### config.mk
export PLATFORM = sky130hd
export DESIGN_NAME = rate_monotonic_tick_scheduler
export DESIGN_NICKNAME = d
export VERILOG_FILES = /design/src/sv/rmts_pkg.sv /design/src/sv/rmts_result_queue.sv /design/src/sv/rate_monotonic_tick_scheduler.sv
export SDC_FILE = /design/constraint.sdc
export NUM_CORES = 2
export LEC_CHECK = 0
export BUFFER_PORTS_ARGS = -buffer_cell sky130_fd_sc_hd__buf_2
export CAP_MARGIN = 20
export CORE_MARGIN = 2
export CORE_UTILIZATION = 28
export CTS_BUF_LIST = sky130_fd_sc_hd__clkbuf_16
export DETAILED_ROUTE_END_ITERATION = 8
export PLACE_DENSITY = 0.48
export SKIP_LAST_GASP = 1
export SYNTH_ARGS = -nofsm -noshare
export SYNTH_HDL_FRONTEND = slang
export SYNTH_SLANG_ARGS = --single-unit
export TNS_END_PERCENT = 5
### constraint.sdc
create_clock -name clk -period 17.7 [get_ports clk]
set_clock_uncertainty 0.15 [all_clocks]
set_input_delay 1.77 -clock clk [delete_from_list [all_inputs] [get_ports clk]]
set_output_delay 1.77 -clock clk [all_outputs]
set_load 0.1 [all_outputs]
### src/sv/rmts_pkg.sv
// Shared types and constants of the rate-monotonic tick scheduler.
// Slot record layout, result item layout and beat codes.
// No dependencies.
package rmts_pkg;

    localparam int MAX_TASKS_DEF = 16;
    localparam int TIME_BITS_DEF = 16;

    localparam int IN_TDATA_W  = 64;
    localparam int OUT_TDATA_W = 112;

    // s_tuser codes
    localparam logic FUNC_LOAD = 1'b0;
    localparam logic FUNC_TICK = 1'b1;

    // m_tuser codes
    localparam logic KIND_STATUS  = 1'b0;
    localparam logic KIND_SEGMENT = 1'b1;

    typedef struct packed {
        logic [7:0]  ident;
        logic [15:0] arrival;
        logic [15:0] period;
        logic [15:0] burst;
        logic [15:0] remaining;
        logic [15:0] response;
    } slot_rec_t;

    typedef struct packed {
        logic        kind;
        logic        last;
        logic [7:0]  task_id;
        logic        idle;
        logic [15:0] seg_start;
        logic [15:0] seg_end;
        logic        task_done;
        logic [15:0] completion;
        logic [15:0] turnaround;
        logic [15:0] waiting;
        logic [15:0] response;
        logic        all_done;
    } res_item_t;

    // Results of one tick: [0] segment closed by switch or idle,
    // [1] segment closed by completion, [2] status.
    typedef struct packed {
        logic [2:0]      vld;
        res_item_t [2:0] item;
    } res_batch_t;

endpackage

### src/sv/rmts_result_queue.sv
// Result staging for the scheduler: holds the beats of one tick and
// hands them out in order through a master-side output register.
// Depends on rmts_pkg.
module rmts_result_queue
    import rmts_pkg::*;
(
    input  logic                   clk,
    input  logic                   rst_n,
    input  logic                   load,
    input  res_batch_t             batch,
    output logic                   drained,
    output logic                   m_tvalid,
    input  logic                   m_tready,
    // task_id, idle, seg_start, seg_end, task_done, completion,
    // turnaround, waiting, response, all_done, zero pad
    output logic [OUT_TDATA_W-1:0] m_tdata,
    // kind
    output logic                   m_tuser,
    output logic                   m_tlast
);

    logic [2:0]      pend_vld_reg, pend_vld_next;
    res_item_t [2:0] pend_reg, pend_next;
    logic            out_vld_reg, out_vld_next;
    res_item_t       out_reg, out_next;
    logic            out_free;
    logic [1:0]      sel;

    assign out_free = !out_vld_reg || m_tready;
    assign drained  = (pend_vld_reg == 3'b000);

    always_comb
    begin
        if (pend_vld_reg[0])
        begin
            sel = 2'd0;
        end
        else if (pend_vld_reg[1])
        begin
            sel = 2'd1;
        end
        else
        begin
            sel = 2'd2;
        end
    end

    always_comb
    begin
        pend_vld_next = pend_vld_reg;
        pend_next     = pend_reg;
        out_vld_next  = out_vld_reg;
        out_next      = out_reg;
        if (out_vld_reg && m_tready)
        begin
            out_vld_next = 1'b0;
        end
        if (load)
        begin
            pend_vld_next = batch.vld;
            pend_next     = batch.item;
        end
        else if (out_free && !drained)
        begin
            out_next           = pend_reg[sel];
            out_vld_next       = 1'b1;
            pend_vld_next[sel] = 1'b0;
        end
    end

    always_ff @(posedge clk or negedge rst_n)
    begin
        if (!rst_n)
        begin
            pend_vld_reg <= 3'b000;
            out_vld_reg  <= 1'b0;
        end
        else
        begin
            pend_vld_reg <= pend_vld_next;
            out_vld_reg  <= out_vld_next;
        end
    end

    always_ff @(posedge clk)
    begin
        pend_reg <= pend_next;
        out_reg  <= out_next;
    end

    assign m_tvalid = out_vld_reg;
    assign m_tuser  = out_reg.kind;
    assign m_tlast  = out_reg.last;
    assign m_tdata  = {5'b00000, out_reg.all_done, out_reg.response, out_reg.waiting,
                       out_reg.turnaround, out_reg.completion, out_reg.task_done,
                       out_reg.seg_end, out_reg.seg_start, out_reg.idle, out_reg.task_id};

endmodule

### src/sv/rate_monotonic_tick_scheduler.sv
// Rate-monotonic tick scheduler, top level. Task table in one synchronous RAM.
// Load beat: taken while idle, no result. Tick beat with n slots in use:
// a table scan of n RAM reads (one RAM read a cycle), decide, finish, then one
// to three result beats at one a cycle while the output does not stall; a new
// beat is taken only after every result beat has moved to the output register.
// Reset clears the clock, segment tracking and started/finished flags; table
// contents are undefined until a slot is loaded. Depends on rmts_pkg.
module rate_monotonic_tick_scheduler
    import rmts_pkg::*;
#(
    parameter int MAX_TASKS = MAX_TASKS_DEF,
    parameter int TIME_BITS = TIME_BITS_DEF
)
(
    input  logic                   clk,
    input  logic                   rst_n,
    input  logic                   s_tvalid,
    output logic                   s_tready,
    // slot, task_ident, arrival, period_len, burst, zero pad
    input  logic [IN_TDATA_W-1:0]  s_tdata,
    // func
    input  logic                   s_tuser,
    output logic                   m_tvalid,
    input  logic                   m_tready,
    // task_id, idle, seg_start, seg_end, task_done, completion,
    // turnaround, waiting, response, all_done, zero pad
    output logic [OUT_TDATA_W-1:0] m_tdata,
    // kind
    output logic                   m_tuser,
    output logic                   m_tlast,
    input  logic                   cfg_wr_en,
    input  logic [4:0]             cfg_wr_data
);

    localparam int IW   = (MAX_TASKS > 1) ? $clog2(MAX_TASKS) : 1;
    localparam int CNTW = $clog2(MAX_TASKS + 1);
    localparam int CW   = (TIME_BITS > 16) ? TIME_BITS : 16;
    localparam logic [TIME_BITS-1:0] TIME_MAX = '1;

    typedef enum logic [4:0] {
        ST_IDLE   = 5'b00001,
        ST_SCAN   = 5'b00010,
        ST_DECIDE = 5'b00100,
        ST_FIN    = 5'b01000,
        ST_DRAIN  = 5'b10000
    } state_t;

    function automatic logic [CW-1:0] sub_floor(input logic [CW-1:0] a,
                                                input logic [CW-1:0] b);
        return (a > b) ? (a - b) : '0;
    endfunction

    // beat fields
    logic [3:0]  in_slot;
    logic [7:0]  in_ident;
    logic [15:0] in_arrival;
    logic [15:0] in_period;
    logic [15:0] in_burst;

    assign in_slot    = s_tdata[3:0];
    assign in_ident   = s_tdata[11:4];
    assign in_arrival = s_tdata[27:12];
    assign in_period  = s_tdata[43:28];
    assign in_burst   = s_tdata[59:44];

    // task table
    slot_rec_t      mem [MAX_TASKS];
    slot_rec_t      rd_data_reg;
    logic [IW-1:0]  rd_addr;
    logic           wr_en;
    logic [IW-1:0]  wr_addr;
    slot_rec_t      wr_data;

    always_ff @(posedge clk)
    begin
        if (wr_en)
        begin
            mem[wr_addr] <= wr_data;
        end
        rd_data_reg <= mem[rd_addr];
    end

    // registers
    state_t                 state_reg, state_next;
    logic [4:0]             task_count_reg;
    logic [TIME_BITS-1:0]   now_reg, now_next;
    logic                   prev_valid_reg, prev_valid_next;
    logic [7:0]             prev_ident_reg, prev_ident_next;
    logic [TIME_BITS-1:0]   seg_begin_reg, seg_begin_next;
    logic [MAX_TASKS-1:0]   started_reg, started_next;
    logic [MAX_TASKS-1:0]   finished_reg, finished_next;
    logic [CNTW-1:0]        scan_cnt_reg, scan_cnt_next;
    logic                   cmp_vld_reg, cmp_vld_next;
    logic [IW-1:0]          cmp_idx_reg, cmp_idx_next;
    logic [CNTW-1:0]        unf_cnt_reg, unf_cnt_next;
    logic                   found_reg, found_next;
    slot_rec_t              best_reg, best_next;
    logic [IW-1:0]          best_idx_reg, best_idx_next;
    logic                   done_reg, done_next;
    logic                   all_done_reg, all_done_next;
    res_batch_t             batch_reg, batch_next;

    // helpers
    logic [31:0]            tc_ext;
    logic [CNTW-1:0]        n_cnt;
    logic                   accept;
    logic                   issue;
    logic [8:0]             slot_wide;
    logic                   slot_ok;
    logic                   cmp_unf;
    logic                   better;
    logic [TIME_BITS-1:0]   now_inc;
    logic                   switch_seg;
    logic                   seg_a_vld;
    logic [TIME_BITS-1:0]   seg_begin_run;
    logic [15:0]            rem_new;
    logic                   done_now;
    logic [15:0]            resp_new;
    slot_rec_t              rec_new;
    res_item_t              seg_a, seg_b, status;
    logic [CW-1:0]          tat, wt;
    logic                   q_load;
    res_batch_t             q_batch;
    logic                   q_drained;

    assign tc_ext = 32'(task_count_reg);
    assign n_cnt  = (tc_ext > 32'(MAX_TASKS)) ? CNTW'(MAX_TASKS) : CNTW'(task_count_reg);

    assign s_tready  = (state_reg == ST_IDLE);
    assign accept    = s_tvalid && s_tready;
    assign issue     = (state_reg == ST_SCAN) && (scan_cnt_reg < n_cnt);
    assign rd_addr   = scan_cnt_reg[IW-1:0];
    assign slot_wide = 9'(in_slot);
    assign slot_ok   = (32'(in_slot) < 32'(MAX_TASKS));

    // scan compare stage, one RAM word a cycle
    assign cmp_unf = !finished_reg[cmp_idx_reg];
    assign better  = cmp_vld_reg && cmp_unf
                     && (CW'(rd_data_reg.arrival) <= CW'(now_reg))
                     && (!found_reg || (rd_data_reg.period < best_reg.period));

    // tick decision on the winner
    assign now_inc       = (now_reg == TIME_MAX) ? now_reg : now_reg + TIME_BITS'(1);
    assign switch_seg    = found_reg && prev_valid_reg && (prev_ident_reg != best_reg.ident);
    assign seg_a_vld     = switch_seg || (!found_reg && prev_valid_reg);
    assign seg_begin_run = (!prev_valid_reg || switch_seg) ? now_reg : seg_begin_reg;
    assign rem_new       = (best_reg.remaining != 16'd0) ? best_reg.remaining - 16'd1 : 16'd0;
    assign done_now      = found_reg && (rem_new == 16'd0);
    assign resp_new      = started_reg[best_idx_reg] ? best_reg.response
                           : 16'(sub_floor(CW'(now_reg), CW'(best_reg.arrival)));

    always_comb
    begin
        rec_new           = best_reg;
        rec_new.remaining = rem_new;
        rec_new.response  = resp_new;

        seg_a           = '0;
        seg_a.kind      = KIND_SEGMENT;
        seg_a.task_id   = prev_ident_reg;
        seg_a.seg_start = 16'(seg_begin_reg);
        seg_a.seg_end   = 16'(now_reg);

        seg_b           = '0;
        seg_b.kind      = KIND_SEGMENT;
        seg_b.task_id   = best_reg.ident;
        seg_b.seg_start = 16'(seg_begin_run);
        seg_b.seg_end   = 16'(now_inc);
    end

    // status figures; now_reg already holds the completion tick here
    assign tat = sub_floor(CW'(now_reg), CW'(best_reg.arrival));
    assign wt  = sub_floor(tat, CW'(best_reg.burst));

    always_comb
    begin
        status            = '0;
        status.kind       = KIND_STATUS;
        status.last       = 1'b1;
        status.task_id    = found_reg ? best_reg.ident : 8'd0;
        status.idle       = !found_reg;
        status.task_done  = done_reg;
        status.all_done   = all_done_reg;
        if (done_reg)
        begin
            status.completion = 16'(now_reg);
            status.turnaround = 16'(tat);
            status.waiting    = 16'(wt);
            status.response   = best_reg.response;
        end
    end

    assign q_load  = (state_reg == ST_FIN);
    assign q_batch = {1'b1, batch_reg.vld[1:0], status, batch_reg.item[1], batch_reg.item[0]};

    always_comb
    begin
        state_next      = state_reg;
        now_next        = now_reg;
        prev_valid_next = prev_valid_reg;
        prev_ident_next = prev_ident_reg;
        seg_begin_next  = seg_begin_reg;
        started_next    = started_reg;
        finished_next   = finished_reg;
        scan_cnt_next   = scan_cnt_reg;
        cmp_vld_next    = 1'b0;
        cmp_idx_next    = cmp_idx_reg;
        unf_cnt_next    = unf_cnt_reg;
        found_next      = found_reg;
        best_next       = best_reg;
        best_idx_next   = best_idx_reg;
        done_next       = done_reg;
        all_done_next   = all_done_reg;
        batch_next      = batch_reg;
        wr_en           = 1'b0;
        wr_addr         = best_idx_reg;
        wr_data         = rec_new;

        case (state_reg)
            ST_IDLE:
            begin
                if (accept)
                begin
                    if (s_tuser == FUNC_LOAD)
                    begin
                        if (slot_ok)
                        begin
                            wr_en             = 1'b1;
                            wr_addr           = slot_wide[IW-1:0];
                            wr_data.ident     = in_ident;
                            wr_data.arrival   = in_arrival;
                            wr_data.period    = in_period;
                            wr_data.burst     = in_burst;
                            wr_data.remaining = in_burst;
                            wr_data.response  = 16'd0;
                            started_next[slot_wide[IW-1:0]]  = 1'b0;
                            finished_next[slot_wide[IW-1:0]] = 1'b0;
                            now_next        = '0;
                            prev_valid_next = 1'b0;
                            seg_begin_next  = '0;
                        end
                    end
                    else
                    begin
                        scan_cnt_next = '0;
                        unf_cnt_next  = '0;
                        found_next    = 1'b0;
                        state_next    = ST_SCAN;
                    end
                end
            end

            ST_SCAN:
            begin
                cmp_vld_next = issue;
                cmp_idx_next = scan_cnt_reg[IW-1:0];
                if (issue)
                begin
                    scan_cnt_next = scan_cnt_reg + CNTW'(1);
                end
                if (cmp_vld_reg && cmp_unf)
                begin
                    unf_cnt_next = unf_cnt_reg + CNTW'(1);
                end
                if (better)
                begin
                    found_next    = 1'b1;
                    best_next     = rd_data_reg;
                    best_idx_next = cmp_idx_reg;
                end
                if (!issue)
                begin
                    state_next = ST_DECIDE;
                end
            end

            ST_DECIDE:
            begin
                now_next            = now_inc;
                batch_next.vld[0]   = seg_a_vld;
                batch_next.item[0]  = seg_a;
                batch_next.vld[1]   = done_now;
                batch_next.item[1]  = seg_b;
                done_next           = done_now;
                // the winner is unfinished, so it is among the counted ones
                all_done_next = (unf_cnt_reg == '0)
                                || ((unf_cnt_reg == CNTW'(1)) && done_now);
                if (found_reg)
                begin
                    prev_valid_next = !done_now;
                    prev_ident_next = best_reg.ident;
                    seg_begin_next  = seg_begin_run;
                    started_next[best_idx_reg] = 1'b1;
                    if (done_now)
                    begin
                        finished_next[best_idx_reg] = 1'b1;
                    end
                    wr_en     = 1'b1;
                    best_next = rec_new;
                end
                else
                begin
                    prev_valid_next = 1'b0;
                end
                state_next = ST_FIN;
            end

            ST_FIN:
            begin
                state_next = ST_DRAIN;
            end

            ST_DRAIN:
            begin
                if (q_drained)
                begin
                    state_next = ST_IDLE;
                end
            end

            default:
            begin
                state_next = ST_IDLE;
            end
        endcase
    end

    always_ff @(posedge clk or negedge rst_n)
    begin
        if (!rst_n)
        begin
            state_reg      <= ST_IDLE;
            task_count_reg <= 5'd0;
            now_reg        <= '0;
            prev_valid_reg <= 1'b0;
            prev_ident_reg <= 8'd0;
            seg_begin_reg  <= '0;
            started_reg    <= '0;
            finished_reg   <= '0;
            scan_cnt_reg   <= '0;
            cmp_vld_reg    <= 1'b0;
            cmp_idx_reg    <= '0;
            unf_cnt_reg    <= '0;
            found_reg      <= 1'b0;
            best_idx_reg   <= '0;
            done_reg       <= 1'b0;
            all_done_reg   <= 1'b0;
            batch_reg      <= '0;
        end
        else
        begin
            state_reg      <= state_next;
            if (cfg_wr_en)
            begin
                task_count_reg <= cfg_wr_data;
            end
            now_reg        <= now_next;
            prev_valid_reg <= prev_valid_next;
            prev_ident_reg <= prev_ident_next;
            seg_begin_reg  <= seg_begin_next;
            started_reg    <= started_next;
            finished_reg   <= finished_next;
            scan_cnt_reg   <= scan_cnt_next;
            cmp_vld_reg    <= cmp_vld_next;
            cmp_idx_reg    <= cmp_idx_next;
            unf_cnt_reg    <= unf_cnt_next;
            found_reg      <= found_next;
            best_idx_reg   <= best_idx_next;
            done_reg       <= done_next;
            all_done_reg   <= all_done_next;
            batch_reg      <= batch_next;
        end
    end

    always_ff @(posedge clk)
    begin
        best_reg <= best_next;
    end

    rmts_result_queue u_queue (
        .clk      (clk),
        .rst_n    (rst_n),
        .load     (q_load),
        .batch    (q_batch),
        .drained  (q_drained),
        .m_tvalid (m_tvalid),
        .m_tready (m_tready),
        .m_tdata  (m_tdata),
        .m_tuser  (m_tuser),
        .m_tlast  (m_tlast)
    );

endmodule
==> results_dict.tcl <==
set metrics [dict create \
    synth_top_family_by_area "multiplexers" \
    gr-total-overflow 0 \
    crit_path_start_kind "register" \
    critPathSlowestCell "dfrtp_1" \
    coreArea_um2 283000 \
    dr_total_vias 40900 \
    min_path_cells 0 \
    slew_violations 0 \
    yosys.area.top_type_share_pct 66.3 \
    layout_common_cells "1761 x edfxtp_1, 444 x mux4_2, 382 x nand2_1" \
    final_area_um2 92800 \
    grt_pass1_wl_um 306000 \
    finalCritPeriodShare_pct 32.4 \
    ff2ff_setup_slack_ns 11.97 \
    max_freq_ghz 0.174 \
    ys_seq_elements 2040 \
    num_rows 195 \
    yosysTopAreaCell "edfxtp_1" \
    synth_edf_count 1761 \
    cts_resized 0 \
    routed_via_density 4.76 \
    drv_cap 0 \
    end_kind "register" \
    port_buffers 181 \
    grt.total_usage_pct 14.6 \
    post_cts_buffers 0 \
    ir_worst_vdd_uv 74.8 \
    ios 191 \
    ys_async_sr_fraction_pct 9.36 \
    syn-instance-count 4309 \
    first_pass_iters 7 \
    htreeDepth 4 \
    muxShareOfSynthArea_pct 13.3 \
    required_ns 18.20 \
    fin_util_pct 32.8 \
    synth_compound_area_share_pct 3.66 \
    final_nets 4807 \
    cts_buffers 214 \
    synth_fa_ha_area_share_pct 1.19 \
    grt_pass1_vias 41300 \
    cts.path.max_buffers 4 \
    r2r-end "u_queue.pend_reg[246]$_SDFFCE_PN0P_" \
    area_growth_pct 16.3 \
    worstMarginPinSlew_ns 1.08 \
    synthSimpleGateAreaFrac_pct 5.33 \
    cts_root_buf "clkbuf_16" \
    setup_violations 0 \
    slew_headroom_pct 27.5 \
    synth_ff_type "edfxtp_1" \
    cpPeakStageDelay_ns 0.61 \
    routabilityCongestion 0.774 \
    layout_commonest_cell "edfxtp_1" \
    die_area_um2 289000 \
    largest_reg_flops 1408 \
    synth_xor_area_share_pct 0.516 \
    fp.dieW_um 538 \
    worstReg2RegStart "now_reg[0]$_DFFE_PN0P_" \
    yosysWarnings 0 \
    hold_buffers 0 \
    antenna_found_initial 29 \
    dp_hpwl_um 120000 \
    clkSinkCount 2040 \
    cts_tree "yes" \
    avgSynthCellArea_um2 18.5 \
    worstPathCellList "inv_1, ha_1, inv_1, fa_1, a211oi_1, o21ai_0, a31oi_1, o22a_1, nor2_1, ha_1, nand2_1, o21ai_0, a31oi_1, a31o_2, or2_2, nor3_1" \
    arrival_ns 6.23 \
    synth.area.top_cells "edfxtp_1 66%, mux4_2 13%, dfrtp_1 6.0%" \
    holdCritStartpoint "batch_reg[185]$_DFFE_PN0P_" \
    rsz0062_at_grt "no" \
    final_hold_viol_count 0 \
    hp-class "reg2reg" \
    drive_gt1_share_pct 23.6 \
    clock_latency_ns 0.87 \
    finalSetupTns_ns 0 \
    power.density_nw_per_um2 130 \
    clk_pin_slew_ns 0.06 \
    synth_cell_type_count 80 \
    wl_per_cell_um 24.9 \
    first_iter_violations 4020 \
    synth-seq-area-share_pct 74.5 \
    finalCriticalPeriod_ns 5.73 \
    ant_nets 0 \
    placed_cell_area_um2 86000 \
    outcome "completed" \
    path_class "reg2reg" \
    hold_end "u_queue.pend_reg[185]$_DFFE_PP_" \
    wl_um 214000 \
    start_util_pct 28.2 \
    crit_path_max_fanout 12 \
    netlist_area_um2 79800 \
    reg2reg_depth 16 \
    die_h_um 538 \
    grt_max_degree 108 \
    p_leak_nw 30.8 \
    drcViolationCount 0 \
]
[cell type report]
type	instances	area, um^2
Clock buffer	218	5460
Sequential cell	2040	59400
Multi-Input combinational cell	1968	19300
Tap cell	3743	4680
Antenna cell	9	22.5
Clock inverter	173	1220
Inverter	88	330
Fill cell	27000	190000
Timing Repair Buffer	345	2270
[worst max-delay path, delay by kind of cell, from the launching register on]
family,cells,cell delay [ns]
AO/OA/AOI/OAI,7,2.59
flip-flops,1,0.61
AND/OR/NAND/NOR,4,0.77
adder cells (fa/ha/maj),3,1.06
buffers and inverters,2,0.33
[power by group]
part           internal, mW  leakage (nW)  switching, mW
registers              5.69          19.1          0.184
logic                 0.819          8.14           1.03
clock network          2.47          3.50           1.85
[logic make-up after synthesis]
logic type	Yosys count
AO/OA/AOI/OAI	471
multiplexers	497
AND/OR/NAND/NOR	873
adder cells (fa/ha/maj)	75
other	1
XOR/XNOR	47
flip-flops	2040
buffers and inverters	305
[per-layer routing]
layer / vias up / track usage, % / routed length (um)
met3: 288 / 2.70 / 13400
met1: 21600 / 21.5 / 99500
met5: - / 0 / 32
li1: 17700 / - / -
met4: 4 / 3.66 / 5060
met2: 1198 / 22.1 / 96000
[worst max-delay path by stage]
stage	from	endpoint	slack [ns]	cells past startpoint
floorplan	state_reg[1]$_DFFE_PN0P_	u_queue.m_tvalid$_DFF_PN0_	1.74	5
global placement	s_tuser	mem[3][52]$_DFFE_PP_	11.51	6
detailed placement	s_tuser	mem[2][52]$_DFFE_PP_	11.55	6
CTS	now_reg[0]$_DFFE_PN0P_	u_queue.pend_reg[246]$_SDFFCE_PN0P_	12.13	16
global route	now_reg[0]$_DFFE_PN0P_	u_queue.pend_reg[246]$_SDFFCE_PN0P_	11.67	16
finish	now_reg[0]$_DFFE_PN0P_	u_queue.pend_reg[246]$_SDFFCE_PN0P_	11.97	16
[synthesized netlist by cell type (all sizes together) (3+ instances only)]
cell type and number:
nand4b 5, xnor2 35, mux2 14, a311oi 3, a22o 49, xor2 12, mux2i 35, ha 73
o21a 10, o21ai 224, nor3 29, nor4 8, dfrtp 190, nor3b 3, nand3 44, nor2b 19
a21oi 69, nor2 104, o211ai 7, a211o 3, nand2 382, buf 83, inv 88, nand2b 20
a22oi 3, or2 11, and3 23, o2111ai 3, o22ai 6, a31oi 10, and3b 3, nand3b 3
clkbuf 134, dfxtp 88, a2111oi 3, a211oi 9, or3 15, a21boi 7, and2 170, a21o 16
mux4 448, o31ai 29, edfxtp 1761, nand4 28
[through the flow]
stage | worst slack, ns | total power, mW | hold WS (ns) | std cells
detailed placement | 11.55 | 7.86 | 0.281 | 8176
CTS | 12.13 | 12.2 | 0.289 | 8567
finish | 11.97 | 12.0 | 0.276 | 8584
floorplan | 1.74 | 7.23 | 0.266 | 4313
global route | 11.67 | 12.5 | 0.297 | 8576
global placement | 11.51 | 7.83 | 0.280 | 8170
Power figures use the tool's default switching activity.
